$ cat src/hw/rtl/seom_pkg.sv
// ----------------------------------------------------------------------------
// seom_pkg: shared types and constants for the seed extension core
// Word formats of the pair and result channels, the scan state record and
// the character classification used by the extension step.
// ----------------------------------------------------------------------------
`default_nettype none

package seom_pkg;

  // Width of the running length counter; it saturates at its all-ones value.
  localparam int LENGTH_BITS = 20;
  // Width of the length and offset fields of a result word.
  localparam int FIELD_BITS = 20;

  localparam logic [1:0] STOP_END      = 2'd0;
  localparam logic [1:0] STOP_MISMATCH = 2'd1;
  localparam logic [1:0] STOP_NONNUC   = 2'd2;

  typedef struct packed {
    logic [7:0] base_first;
    logic [7:0] base_second;
    logic       start_req;
    logic       last;
    logic       allow_mismatch;
  } pair_word_t;

  typedef struct packed {
    logic [FIELD_BITS-1:0] match_length;
    logic [FIELD_BITS-1:0] mismatch_pos;
    logic [1:0]            stop_reason;
  } result_word_t;

  typedef struct packed {
    logic                   scanning;
    logic                   mismatch_seen;
    logic                   tolerate_one;
    logic [LENGTH_BITS-1:0] position;
    logic [LENGTH_BITS-1:0] first_mismatch_at;
  } scan_state_t;

  // True for A, C, G or T in either case.
  function automatic logic is_nucleotide(input logic [7:0] c);
    logic hit;
    unique case (c)
      "A", "C", "G", "T", "a", "c", "g", "t": hit = 1'b1;
      default:                                 hit = 1'b0;
    endcase
    return hit;
  endfunction

endpackage

`default_nettype wire

$ cat src/hw/rtl/seed_extension_one_mismatch_core.sv
// ----------------------------------------------------------------------------
// seed_extension_one_mismatch_core: ungapped seed extension, one mismatch
// Streams character pairs from two sequences and reports how far they agree.
// Each pair word is captured in an input register and processed when the
// result register is free or being emptied; the scan state and the result
// register are updated at the same edge, so the core takes one pair per clock
// cycle while the result channel does not stall. A result stays in its
// register until the downstream side takes it. While it waits under a stall,
// the held pair is not processed, so the input register takes at most one
// more pair word and the pair channel then stalls until the result is taken.
// A pair with start_req set opens an extension (allow_mismatch is read only
// then); the scan stops at a first-sequence character other than A, C, G or
// T in either case, or at the mismatch beyond the tolerated one, and
// otherwise at the pair marked last. Pairs arriving while no extension is
// running are dropped without a result. The length counter holds at its
// maximum rather than wrapping.
// ----------------------------------------------------------------------------
`default_nettype none

module seed_extension_one_mismatch_core
  import seom_pkg::*;
(
  input  logic         clk,
  input  logic         rst,
  // Pair channel.
  input  logic         pair_valid,
  output logic         pair_stall,
  input  pair_word_t   pair,
  // Result channel.
  output logic         result_valid,
  input  logic         result_stall,
  output result_word_t result
);

  // Input register: holds one pair word awaiting processing.
  logic        held_valid;
  pair_word_t  held;

  // Running scan state.
  scan_state_t state;
  scan_state_t state_next;

  logic         emit;
  result_word_t step_result;
  logic         advance;
  logic         take_pair;

  // The held word may be processed whenever the result register is free or
  // is being emptied in this cycle.
  assign advance    = held_valid && (!result_valid || !result_stall);
  assign pair_stall = held_valid && !advance;
  assign take_pair  = pair_valid && !pair_stall;

  seom_step u_step (
    .state      (state),
    .pair       (held),
    .state_next (state_next),
    .emit       (emit),
    .result     (step_result)
  );

  always_ff @(posedge clk) begin
    if (rst) begin
      held_valid <= 1'b0;
    end else if (take_pair) begin
      held_valid <= 1'b1;
    end else if (advance) begin
      held_valid <= 1'b0;
    end
  end

  always_ff @(posedge clk) begin
    if (take_pair) begin
      held <= pair;
    end
  end

  always_ff @(posedge clk) begin
    if (rst) begin
      state <= '0;
    end else if (advance) begin
      state <= state_next;
    end
  end

  always_ff @(posedge clk) begin
    if (rst) begin
      result_valid <= 1'b0;
    end else if (advance) begin
      result_valid <= emit;
    end else if (!result_stall) begin
      result_valid <= 1'b0;
    end
  end

  always_ff @(posedge clk) begin
    if (advance && emit) begin
      result <= step_result;
    end
  end

`ifndef SYNTHESIS
  // The input side is only held back while a word is waiting in the register.
  a_stall_needs_word: assert property (@(posedge clk) disable iff (rst)
    pair_stall |-> held_valid)
    else $error("pair stalled with an empty input register");

  // A recorded mismatch offset can never lie beyond the reported length.
  a_offset_in_range: assert property (@(posedge clk) disable iff (rst)
    result_valid |-> (result.mismatch_pos <= result.match_length))
    else $error("mismatch offset beyond match length");

  // An extension that ends at the range end has counted at least one pair.
  a_end_counts_pair: assert property (@(posedge clk) disable iff (rst)
    (result_valid && result.stop_reason == STOP_END) |-> (result.match_length != '0))
    else $error("end-of-range result with zero length");

  // No mismatch recorded means no mismatch offset.
  a_offset_only_with_mismatch: assert property (@(posedge clk) disable iff (rst)
    !state.mismatch_seen |-> (state.first_mismatch_at == '0))
    else $error("mismatch offset set without a recorded mismatch");
`endif

endmodule

`default_nettype wire

$ cat src/hw/rtl/seom_step.sv
// ----------------------------------------------------------------------------
// seom_step: one step of the ungapped extension
// Combines the registered scan state with one pair word and gives the next
// state and, when the scan stops or the range ends, one result word.
// ----------------------------------------------------------------------------
`default_nettype none

module seom_step
  import seom_pkg::*;
(
  input  scan_state_t  state,
  input  pair_word_t   pair,
  output scan_state_t  state_next,
  output logic         emit,
  output result_word_t result
);

  scan_state_t            cur;
  logic [LENGTH_BITS-1:0] pos_inc;
  logic                   differ;

  always_comb begin
    // A start request opens a fresh extension, dropping any running one.
    cur = state;
    if (pair.start_req) begin
      cur.scanning          = 1'b1;
      cur.mismatch_seen     = 1'b0;
      cur.tolerate_one      = pair.allow_mismatch;
      cur.position          = '0;
      cur.first_mismatch_at = '0;
    end

    differ  = (pair.base_first != pair.base_second);
    pos_inc = (&cur.position) ? cur.position : cur.position + 1'b1;

    state_next          = cur;
    emit                = 1'b0;
    result.match_length = FIELD_BITS'(cur.position);
    result.mismatch_pos = FIELD_BITS'(cur.first_mismatch_at);
    result.stop_reason  = STOP_END;

    if (cur.scanning) begin
      if (!is_nucleotide(pair.base_first)) begin
        emit                = 1'b1;
        result.stop_reason  = STOP_NONNUC;
        state_next.scanning = 1'b0;
      end else if (differ && (cur.mismatch_seen || !cur.tolerate_one)) begin
        emit                = 1'b1;
        result.stop_reason  = STOP_MISMATCH;
        state_next.scanning = 1'b0;
      end else begin
        if (differ) begin
          state_next.mismatch_seen     = 1'b1;
          state_next.first_mismatch_at = cur.position;
        end
        state_next.position = pos_inc;
        if (pair.last) begin
          emit                = 1'b1;
          result.match_length = FIELD_BITS'(pos_inc);
          if (differ) begin
            result.mismatch_pos = FIELD_BITS'(cur.position);
          end
          result.stop_reason  = STOP_END;
          state_next.scanning = 1'b0;
        end
      end
    end
  end

endmodule

`default_nettype wire
$ cat config.mk
export PLATFORM = sky130hd
export DESIGN_NAME = seed_extension_one_mismatch_core
export DESIGN_NICKNAME = d
export VERILOG_FILES = /design/src/hw/rtl/seom_pkg.sv /design/src/hw/rtl/seed_extension_one_mismatch_core.sv /design/src/hw/rtl/seom_step.sv
export SDC_FILE = /design/constraint.sdc
export NUM_CORES = 1
export LEC_CHECK = 0
export BUFFER_PORTS_ARGS = -buffer_cell sky130_fd_sc_hd__buf_2
export CAP_MARGIN = 10
export CORE_MARGIN = 2
export CORE_UTILIZATION = 31
export CTS_BUF_LIST = sky130_fd_sc_hd__clkbuf_8
export CTS_CLUSTER_SIZE = 20
export DETAILED_ROUTE_END_ITERATION = 7
export PLACE_DENSITY = 0.53
export RECOVER_POWER = 50
export REMOVE_ABC_BUFFERS = 1
export SLEW_MARGIN = 10
export SYNTH_ARGS = -nofsm -noshare
export SYNTH_HDL_FRONTEND = slang
export SYNTH_SLANG_ARGS = --single-unit
$ cat constraint.sdc
create_clock -name clk -period 3.6 [get_ports clk]
set_clock_uncertainty 0.2 [all_clocks]
set_input_delay 0.54 -clock clk [delete_from_list [all_inputs] [get_ports clk]]
set_output_delay 0.54 -clock clk [all_outputs]
set_load 0.01 [all_outputs]
==> results.yml, run 1 <==
setup_path:
  regToRegSetupSlack_ns: 0.46
  crit_top_cell: "nand4_1"
  crit_arrival_ns: 3.25
  start_kind: "flip-flop"
  max_stage_delay_ns: 0.79
  critPathRequiredTime_ns: 3.71
  cp_top_family: "compound AO/OA/AOI/OAI gates"
  crit_path_top_delay_cell: "o21ai_0"
  crit_fanout: 8
  critPathBufInv: 1
  r2r-end: "state[37]$_SDFFE_PP0P_"
  crit_path_end_kind: "flip-flop"
  r2r_start: "held[12]$_DFFE_PP_"
  crit_type: "reg2reg"
  worstRegToRegCells: 7
  crit_chain: "xnor2_1 -> nand4_1 -> o21ai_0 -> clkbuf_1 -> nand4_1 -> or4_1 -> a21oi_1"
place:
  routabilityCongestion: 0.881
  dpl.hpwl_mm: 8.67
  portBuffers: 66
  dp_slack_ns: 0.641
sta:
  fmax_mhz: 319
  finalCriticalPeriod_ns: 3.14
  setup_viol: 0
  rsz0062_at_grt: "false"
  min_period_over_period_pct: 87.1
  hold_viol_final: 0
  fin_setup_tns_ns: 0
  layout_setup_ws_ns: 0.464
  finalMaxSlewViolations: 0
  relSlewSlack_pct: 31.9
  tightest_slew_ns: 1.02
synth:
  yosysSeqAreaShare_pct: 54.3
  synth_cell_types: 58
  yosys_most_used_dff: "edfxtp_1"
  synthAdderAreaFrac_pct: 0.249
  ys_top_cells_by_area: "edfxtp_1 (36%), dfxtp_1 (18%), mux2i_1 (4.8%)"
  synth_top_family_by_area: "simple AND/OR/NAND/NOR gates"
  synth_edf_count: 61
  synth-xor-area-share_pct: 4.52
  synth_seq_cells: 106
  synthSimpleGateAreaFrac_pct: 20.3
  synthesis.area_mm2: 0.00503
  yosys.area.top_type: "edfxtp_1"
  syn_inst: 482
  avgSynthCellArea_um2: 10.4
  synth_top_area_share_pct: 36.4
  synthMuxAreaShare_pct: 5.00
  ys_warn_count: 0
  synth_compound_area_share_pct: 12.1
  async_flop_share_pct: 0
clock_tree:
  cts_sinks: 106
  cts_setup_buffers: 0
  numCtsBuffers: 9
  cts-hold-fix-buffers: 0
  cts_tree: "done"
  cts_root_buf: "clkbuf_8"
  clk_latency_ns: 0.38
  cts_buffer_depth: 2
  cts_resized: 0
  path_clk_slew_ns: 0.09
  htree_levels: 3
cells_and_area:
  drive_gt1_share_pct: 10.1
  final_nets: 566
  most-common-layout-cells: "edfxtp_1 (61), nand2_1 (53), nor2_1 (49)"
  area_delta_synth_final_pct: 13.2
  n_fill_cell: 1665
  layout_commonest_cell: "edfxtp_1"
  antenna_cells: 0
min_path:
  holdPathEnd: "held[8]$_DFFE_PP_"
  min_from: "pair[8]"
  min_path_cells: 1
  hold_class: "in2reg"
grt:
  grt_usage_pct: 15.1
  grt_pass1_vias: 3770
  grt_pass1_wl_mm: 20.5
  grt_overflow_total: 0
  grt_antenna_before_repair: 0
  grt_max_degree: 33
job:
  maxCapViolations: 0
floorplanning:
  start_util_pct: 31.7
  fp.dieW_um: 131
  fp.dieH_um: 131
  dieArea_mm2: 0.0173
  row_count: 46
  coreArea_mm2: 0.0159
  ios: 67
detailed_routing:
  vias: 3820
  post-route-drc-count: 0
  wl_mm: 12.6
  drtPass1Iterations: 4
  via_per_inst: 5.01
  drt-wirelength-per-cell_um: 16.5
  drt_iter0_markers: 286
  ant_nets: 0
power_and_ir_drop:
  irDropWorstVdd_mv: 0.153
  p_per_area_mw_per_mm2: 368
  p_leak_nw: 2.07
outcome:
  status: "finished, final reports clean"
-- final cells by class --
type                            count  area, um^2  share of cell area [%]
Clock buffer                       10         138                    2.42
Clock inverter                      6        35.0                   0.615
Inverter                           10        37.5                   0.659
Multi-Input combinational cell    336        2120                    37.3
Sequential cell                   106        2730                    48.0
Tap cell                          216         270                    4.74
Timing Repair Buffer               79         360                    6.33
-- power breakdown --
group | internal, W | switching (W) | leakage, nW | total (W)
combinational | 0.0000379 | 0.0000886 | 1.00 | 0.000126
sequential | 0.00130 | 0.0000115 | 0.984 | 0.00131
clock | 0.000264 | 0.000395 | 0.0869 | 0.000659
total | 0.00160 | 0.000495 | 2.07 | 0.00210
-- sequential cells by signal, indices dropped and copies added (netlist names) --
name	cells
held	19
held_valid	1
result	42
result_valid	1
state	43
-- cell usage after synthesis (all sizes together), types with 12 or more instances --
cell    count
nand3      18
o21ai      14
dfxtp      45
nor2b      14
nand2      53
nand4      16
clkbuf     18
buf        12
xnor2      20
edfxtp     61
mux2i      24
nor2       49
a22o       15
a21oi      21
-- worst max-delay path by stage --
stage,startpoint,end,cells past startpoint
2_1_floorplan,held[2]$_DFFE_PP_,result[10]$_DFFE_PP_,6
3_3_place_gp,held[2]$_DFFE_PP_,result[23]$_DFFE_PP_,8
3_5_place_dp,held[2]$_DFFE_PP_,result[23]$_DFFE_PP_,8
4_1_cts,held[2]$_DFFE_PP_,result[23]$_DFFE_PP_,8
5_1_grt,held[12]$_DFFE_PP_,state[37]$_SDFFE_PP0P_,7
6_report,held[12]$_DFFE_PP_,state[37]$_SDFFE_PP0P_,7
-- routing by layer --
layer,routed length (um),track usage (%),part of all wire [%]
met1,5630,19.6,45
met2,6020,24.7,48
met3,759,3.90,6.0
met4,199,4.65,1.6
met5,0,0,0
-- per-stage QoR --
step / area (um^2) / hold slack [ns] / utilization [%] / total power [W] / instances
detailed placement: 5600 / 0.253 / 35.2 / 0.00147 / 747
global placement: 5600 / 0.247 / 35.2 / 0.00147 / 747
finish: 5700 / 0.131 / 35.9 / 0.00210 / 763
CTS: 5770 / 0.107 / 36.3 / 0.00214 / 763
global route: 5700 / 0.105 / 35.9 / 0.00219 / 763
floorplan: 4890 / 0.231 / - / 0.00141 / 452
-- kinds of logic (layout without fill, tap and decap cells) --
kind of cell | after synthesis | after routing
xor+xnor | 26 | 26
compound gates | 86 | 86
simple gates | 198 | 198
flops | 106 | 106
mux | 25 | 25
buf+inv | 40 | 105
fa+ha+maj | 1 | 1
-- worst reg2reg max path, delay by kind of cell (launching register included) --
kind / cells / cell delay (ns)
xor+xnor: 1 / 0.21
flops: 1 / 0.44
compound gates: 2 / 0.94
simple gates: 3 / 0.89
buf+inv: 1 / 0.39
(Power assumes the default switching activity.)
==> inputs of run 2 (changes only) <==
--- a/config.mk
+++ b/config.mk
@@ -7,12 +7,14 @@
 export LEC_CHECK = 0
 export BUFFER_PORTS_ARGS = -buffer_cell sky130_fd_sc_hd__buf_2
 export CAP_MARGIN = 10
+export CELL_PAD_IN_SITES_DETAIL_PLACEMENT = 1
+export CELL_PAD_IN_SITES_GLOBAL_PLACEMENT = 1
 export CORE_MARGIN = 2
 export CORE_UTILIZATION = 31
-export CTS_BUF_LIST = sky130_fd_sc_hd__clkbuf_8
+export CTS_BUF_LIST = sky130_fd_sc_hd__clkbuf_2
 export CTS_CLUSTER_SIZE = 20
 export DETAILED_ROUTE_END_ITERATION = 7
-export PLACE_DENSITY = 0.53
+export PLACE_DENSITY = 0.63
 export RECOVER_POWER = 50
 export REMOVE_ABC_BUFFERS = 1
 export SLEW_MARGIN = 10
==> run 2 against run 1 <==
  * Global-route usage increased by 1.8 points
  * Total power decreased by 3.1%
  * Clock-buffer cell count unchanged
  * Sequential share of layout area decreased by 1.5 points
  * Clock power decreased by 14%
==> results.yml, run 2 (synthesized netlist as in run 1, its figures left out) <==
detailed_routing:
  wl_mm: 14.1
  drt_iter0_markers: 176
  via_per_inst: 5.09
  post-route-drc-count: 0
  drtPass1Iterations: 4
  vias: 4014
  ant_nets: 0
  drt-wirelength-per-cell_um: 17.8
clock_tree:
  cts_root_buf: "clkbuf_2"
  path_clk_slew_ns: 0.26
  cts_tree: "done"
  htree_levels: 3
  cts_resized: 0
  cts_buffer_depth: 2
  numCtsBuffers: 9
  clk_latency_ns: 0.62
  cts_sinks: 106
floorplanning:
  coreArea_mm2: 0.0159
  dieArea_mm2: 0.0173
  row_count: 46
  ios: 67
  start_util_pct: 31.7
  fp.dieH_um: 131
  fp.dieW_um: 131
place:
  portBuffers: 66
  dpl.hpwl_mm: 9.89
  routabilityCongestion: 0.922
setup_path:
  crit_fanout: 11
  crit_arrival_ns: 3.33
  critPathRequiredTime_ns: 3.81
  crit_path_end_kind: "flip-flop"
  start_kind: "flip-flop"
  crit_type: "reg2reg"
sta:
  rsz0062_at_grt: "false"
  min_period_over_period_pct: 86.6
  hold_slack_ns: 0.291
  setup_viol: 0
  fmax_mhz: 321
  relSlewSlack_pct: 27.5
  finalMaxSlewViolations: 0
  tightest_slew_ns: 1.09
  fin_setup_tns_ns: 0
  hold_viol_final: 0
  finalCriticalPeriod_ns: 3.12
cells_and_area:
  largest_reg_flops: 43
  reg_top3: "state (43), result (42), held (19)"
  n_fill_cell: 1852
  most-common-layout-cells: "edfxtp_1 (61), nand2_1 (53), clkbuf_1 (50)"
  area_delta_synth_final_pct: 16.8
  drive_gt1_share_pct: 9.81
  layout_commonest_cell: "edfxtp_1"
  top_register: "state"
  final_nets: 590
  final_util_pct: 37.0
grt:
  grt_usage_pct: 16.9
  grt_pass1_vias: 4314
  grt_pass1_wl_mm: 23.0
  grt_max_degree: 36
  grt_overflow_total: 0
  grt_antenna_before_repair: 1
power_and_ir_drop:
  p_per_area_mw_per_mm2: 346
  finalPower_w: 0.00203
  intPower_w: 0.00152
  combinationalPowerShare_pct: 7.4
  swShare_pct: 25.3
  irDropWorstVdd_mv: 0.184
  p_leak_nw: 2.15
  p_seq_share_pct: 64.8
  p_clk_share_pct: 27.8
  power.switching_w: 0.000513
outcome:
  status: "finished, final reports clean"
job:
  maxCapViolations: 0
min_path:
  hold_class: "reg2reg"
-- run 2: cell count changes in the layout (fill, tap and decap cells not counted), moves of 2 or more --
cell and delta:
dlygate4sd3_1 +22, buf_12 +2, clkinv_2 +2, clkbuf_2 +10
inv_1 -2, clkbuf_1 +2, clkbuf_8 -10, clkinvlp_4 -3
-- run 2: final cells by class --
type / count / area, um^2 / area share, %
sequential: 106 / 2730 / 46.5
timing repair buffer: 103 / 616 / 10.5
antenna: 1 / 2.50 / 0.0426
clock buffer: 10 / 50.0 / 0.851
tap: 216 / 270 / 4.60
clock inverter: 6 / 57.6 / 0.979
multi-input combinational: 336 / 2110 / 35.9
inverter: 10 / 37.5 / 0.639
-- run 2: power by group through the flow --
stage                     combinational, W  sequential [W]  clock, W
after floorplan                  0.0000567         0.00135         0
after global placement            0.000132         0.00134         0
after detailed placement          0.000137         0.00134         0
after CTS                         0.000155         0.00132  0.000592
after global routing              0.000164         0.00132  0.000643
final                             0.000150         0.00132  0.000565
-- run 2: path summary, 6_finish.rpt --
kind | from | to | depth (start not counted) | slack, ns
min reg2reg | state[40]$_SDFFE_PP0P_ | state[40]$_SDFFE_PP0P_ | 2 | 0.29
max reg2reg | held[2]$_DFFE_PP_ | result[23]$_DFFE_PP_ | 7 | 0.48
max | held[2]$_DFFE_PP_ | result[23]$_DFFE_PP_ | 7 | 0.48
min | state[40]$_SDFFE_PP0P_ | state[40]$_SDFFE_PP0P_ | 2 | 0.29
-- run 2: critical path, stage by stage (launching register included) --
cell	delay [ns]
edfxtp_1	0.62
nor2b_1	0.31
ha_1	0.34
and4_1	0.23
nand4_1	0.19
or3_1	0.52
nand2_1	0.17
mux2_2	0.34
-- run 2: routing by layer --
metal | global-route usage (%) | up-vias | part of all wire [%]
li1 | - | 1936 | -
met3 | 3.97 | 15 | 4.3
met5 | 0 | - | 0
met1 | 20.5 | 1978 | 44
met2 | 29.1 | 85 | 50
met4 | 6.28 | 0 | 1.9
-- run 2: what timing repair did --
item	4_1_cts	5_1_grt
setup buffers	0	0
endpoints found under the setup margin	0	0
endpoints found under the hold margin	23	0
hold buffers	22	0
-- run 2: through the flow --
stage	std cells	setup slack, ns	instance area, um^2
after detailed placement	749	0.549	5640
after global routing	788	0.298	5880
after CTS	787	0.532	5960
after global placement	749	0.652	5640
after floorplan	452	0.0433	4890
final	788	0.482	5880
==> inputs of run 3 (changes only) <==
--- a/config.mk
+++ b/config.mk
@@ -12,7 +12,6 @@
 export CORE_MARGIN = 2
 export CORE_UTILIZATION = 31
 export CTS_BUF_LIST = sky130_fd_sc_hd__clkbuf_2
-export CTS_CLUSTER_SIZE = 20
 export DETAILED_ROUTE_END_ITERATION = 7
 export PLACE_DENSITY = 0.63
 export RECOVER_POWER = 50
==> constraint.sdc (replaced) <==
create_clock -name clk -period 3.3 [get_ports clk]
set_clock_uncertainty 0.2 [all_clocks]
set_input_delay 0.495 -clock clk [delete_from_list [all_inputs] [get_ports clk]]
set_output_delay 0.495 -clock clk [all_outputs]
set_load 0.01 [all_outputs]
==> run 3 against run 2 <==
  * Final cell count increased by 0.25%
  * Register-to-register slack worse by 0.19 ns
  * Worst hold slack improved by 0.0025 ns
  * Core utilization shrank 0.15 points
  * Fmax grew 3.7%
  * Non-clock buffer count grew 3
  * Global-route usage about the same
  * Clock-buffer cell count up 3
  * Routed wire length is 0.49% higher
  * Die area is the same
  * Sequential power rose by 9%
  * Setup slack got worse by 0.19 ns
  * Largest cell class unchanged
  * Highest routed layer unchanged
==> results.yml, run 3 (synthesized netlist as in run 1, its figures left out) <==
sta:
  rsz0062_at_grt: "false"
  setup_viol: 0
  relSlewSlack_pct: 29.8
  hold_viol_final: 0
  fmax_mhz: 333
  min_period_over_period_pct: 91.1
  tightest_slew_ns: 1.05
  finalMaxSlewViolations: 0
  finalCriticalPeriod_ns: 3.01
  layout_setup_ws_ns: 0.293
place:
  portBuffers: 66
  routabilityCongestion: 0.850
  placement.cell_area_mm2: 0.00563
  dp_slack_ns: 0.504
  dpl.hpwl_mm: 10.1
  place_inst: 751
cells_and_area:
  register_area_mm2: 0.00273
  area_delta_synth_final_pct: 16.3
  layout_commonest_cell: "edfxtp_1"
  design_area_mm2: 0.00585
  final_nets: 593
  multiInputGateArea_mm2: 0.00211
  most-common-layout-cells: "edfxtp_1 (61), nand2_1 (53), nor2_1 (49)"
  top_register: "state"
  n_fill_cell: 1855
  drive_gt1_share_pct: 10.5
  final_cells: 790
  largest_reg_flops: 43
  reg_top3: "state (43), result (42), held (19)"
  antenna_cells: 0
grt:
  grt_overflow_total: 0
  grt_antenna_before_repair: 0
  grt_pass1_wl_mm: 23.0
  grt_max_degree: 32
  grt_pass1_vias: 4361
  grt_usage_pct: 16.9
setup_path:
  start_kind: "flip-flop"
  crit_arrival_ns: 3.34
  crit_type: "reg2reg"
  critPathRequiredTime_ns: 3.64
  regToRegSetupSlack_ns: 0.29
  crit_path_end_kind: "flip-flop"
  crit_fanout: 20
floorplanning:
  fp.dieW_um: 131
  ios: 67
  start_util_pct: 31.7
  dieArea_mm2: 0.0173
  row_count: 46
  fp.dieH_um: 131
  coreArea_mm2: 0.0159
detailed_routing:
  drt-wirelength-per-cell_um: 17.9
  post-route-drc-count: 0
  drtPass1Iterations: 4
  via_per_inst: 5.10
  drt_iter0_markers: 203
  ant_nets: 0
  vias: 4029
  wl_mm: 14.1
clock_tree:
  cts_setup_buffers: 0
  htree_levels: 3
  cts_tree: "done"
  cts_sinks: 106
  cts_buffer_depth: 2
  numCtsBuffers: 9
  cts_root_buf: "clkbuf_2"
  path_clk_slew_ns: 0.27
  clk_latency_ns: 0.63
power_and_ir_drop:
  p_per_area_mw_per_mm2: 363
  p_leak_nw: 2.15
  finalPower_w: 0.00213
  irDropWorstVdd_mv: 0.138
min_path:
  hold_class: "reg2reg"
outcome:
  status: "finished, final reports clean"
job:
  maxCapViolations: 0
[run 3: cell types whose count changed in the layout (fill, tap and decap cells not counted), sizes merged]
cell and delta:
buf +3, clkbuf +2, dlygate4sd3 +1, clkinv -3, diode -1, clkinvlp +1, bufinv -1
[run 3: metal layers]
metal | track usage (%) | up-vias | routed length (um)
li1 | - | 1941 | -
met1 | 20.1 | 1985 | 6140
met2 | 30.1 | 82 | 7160
met3 | 3.55 | 21 | 550
met4 | 5.98 | 0 | 272
met5 | 0 | - | 0
[run 3: through the flow]
step           util (%)  setup TNS, ns  hold slack, ns
6_report           36.9              0           0.294
5_1_grt            36.9              0           0.291
4_1_cts            37.4              0           0.296
3_5_place_dp       35.4              0           0.268
3_3_place_gp       35.4              0           0.256
2_1_floorplan         -          -5.29           0.231
[run 3: final cells by class]
cell class	instances	area share, %
clock buffer	13	1.11
tap	216	4.62
inverter	10	0.641
multi-input combinational	336	36.1
timing repair buffer	106	10.6
sequential	106	46.7
clock inverter	3	0.278
[run 3: critical path, stage by stage (launching register included)]
cell and delay, ns:
edfxtp_1 0.51, clkbuf_2 0.34, nand2b_1 0.28, o21a_1 0.22, o21ai_2 0.29, nand2_1 0.10, o21ai_0 0.30, a21oi_1 0.11
dlygate4sd3_1 0.58
[run 3: path summary, 6_finish.rpt]
check / start / end / cells past startpoint
setup reg to reg: held[2]$_DFFE_PP_ / result_valid$_SDFFE_PP0P_ / 8
hold reg to reg: state[40]$_SDFFE_PP0P_ / state[40]$_SDFFE_PP0P_ / 2
setup / recovery: held[2]$_DFFE_PP_ / result_valid$_SDFFE_PP0P_ / 8
hold / removal: state[40]$_SDFFE_PP0P_ / state[40]$_SDFFE_PP0P_ / 2
[run 3: repair_timing]
action,in CTS,in global routing
endpoints found under the setup margin,0,0
gates resized for setup,0,0
hold buffers,23,0
hold endpoints to repair,24,0
[run 3: power by group]
part / switching, W / leakage (nW) / internal, W
clock network: 0.000418 / 0.0596 / 0.000108
registers: 0.0000131 / 0.984 / 0.00142
logic: 0.000104 / 1.11 / 0.0000601
total: 0.000535 / 2.15 / 0.00159
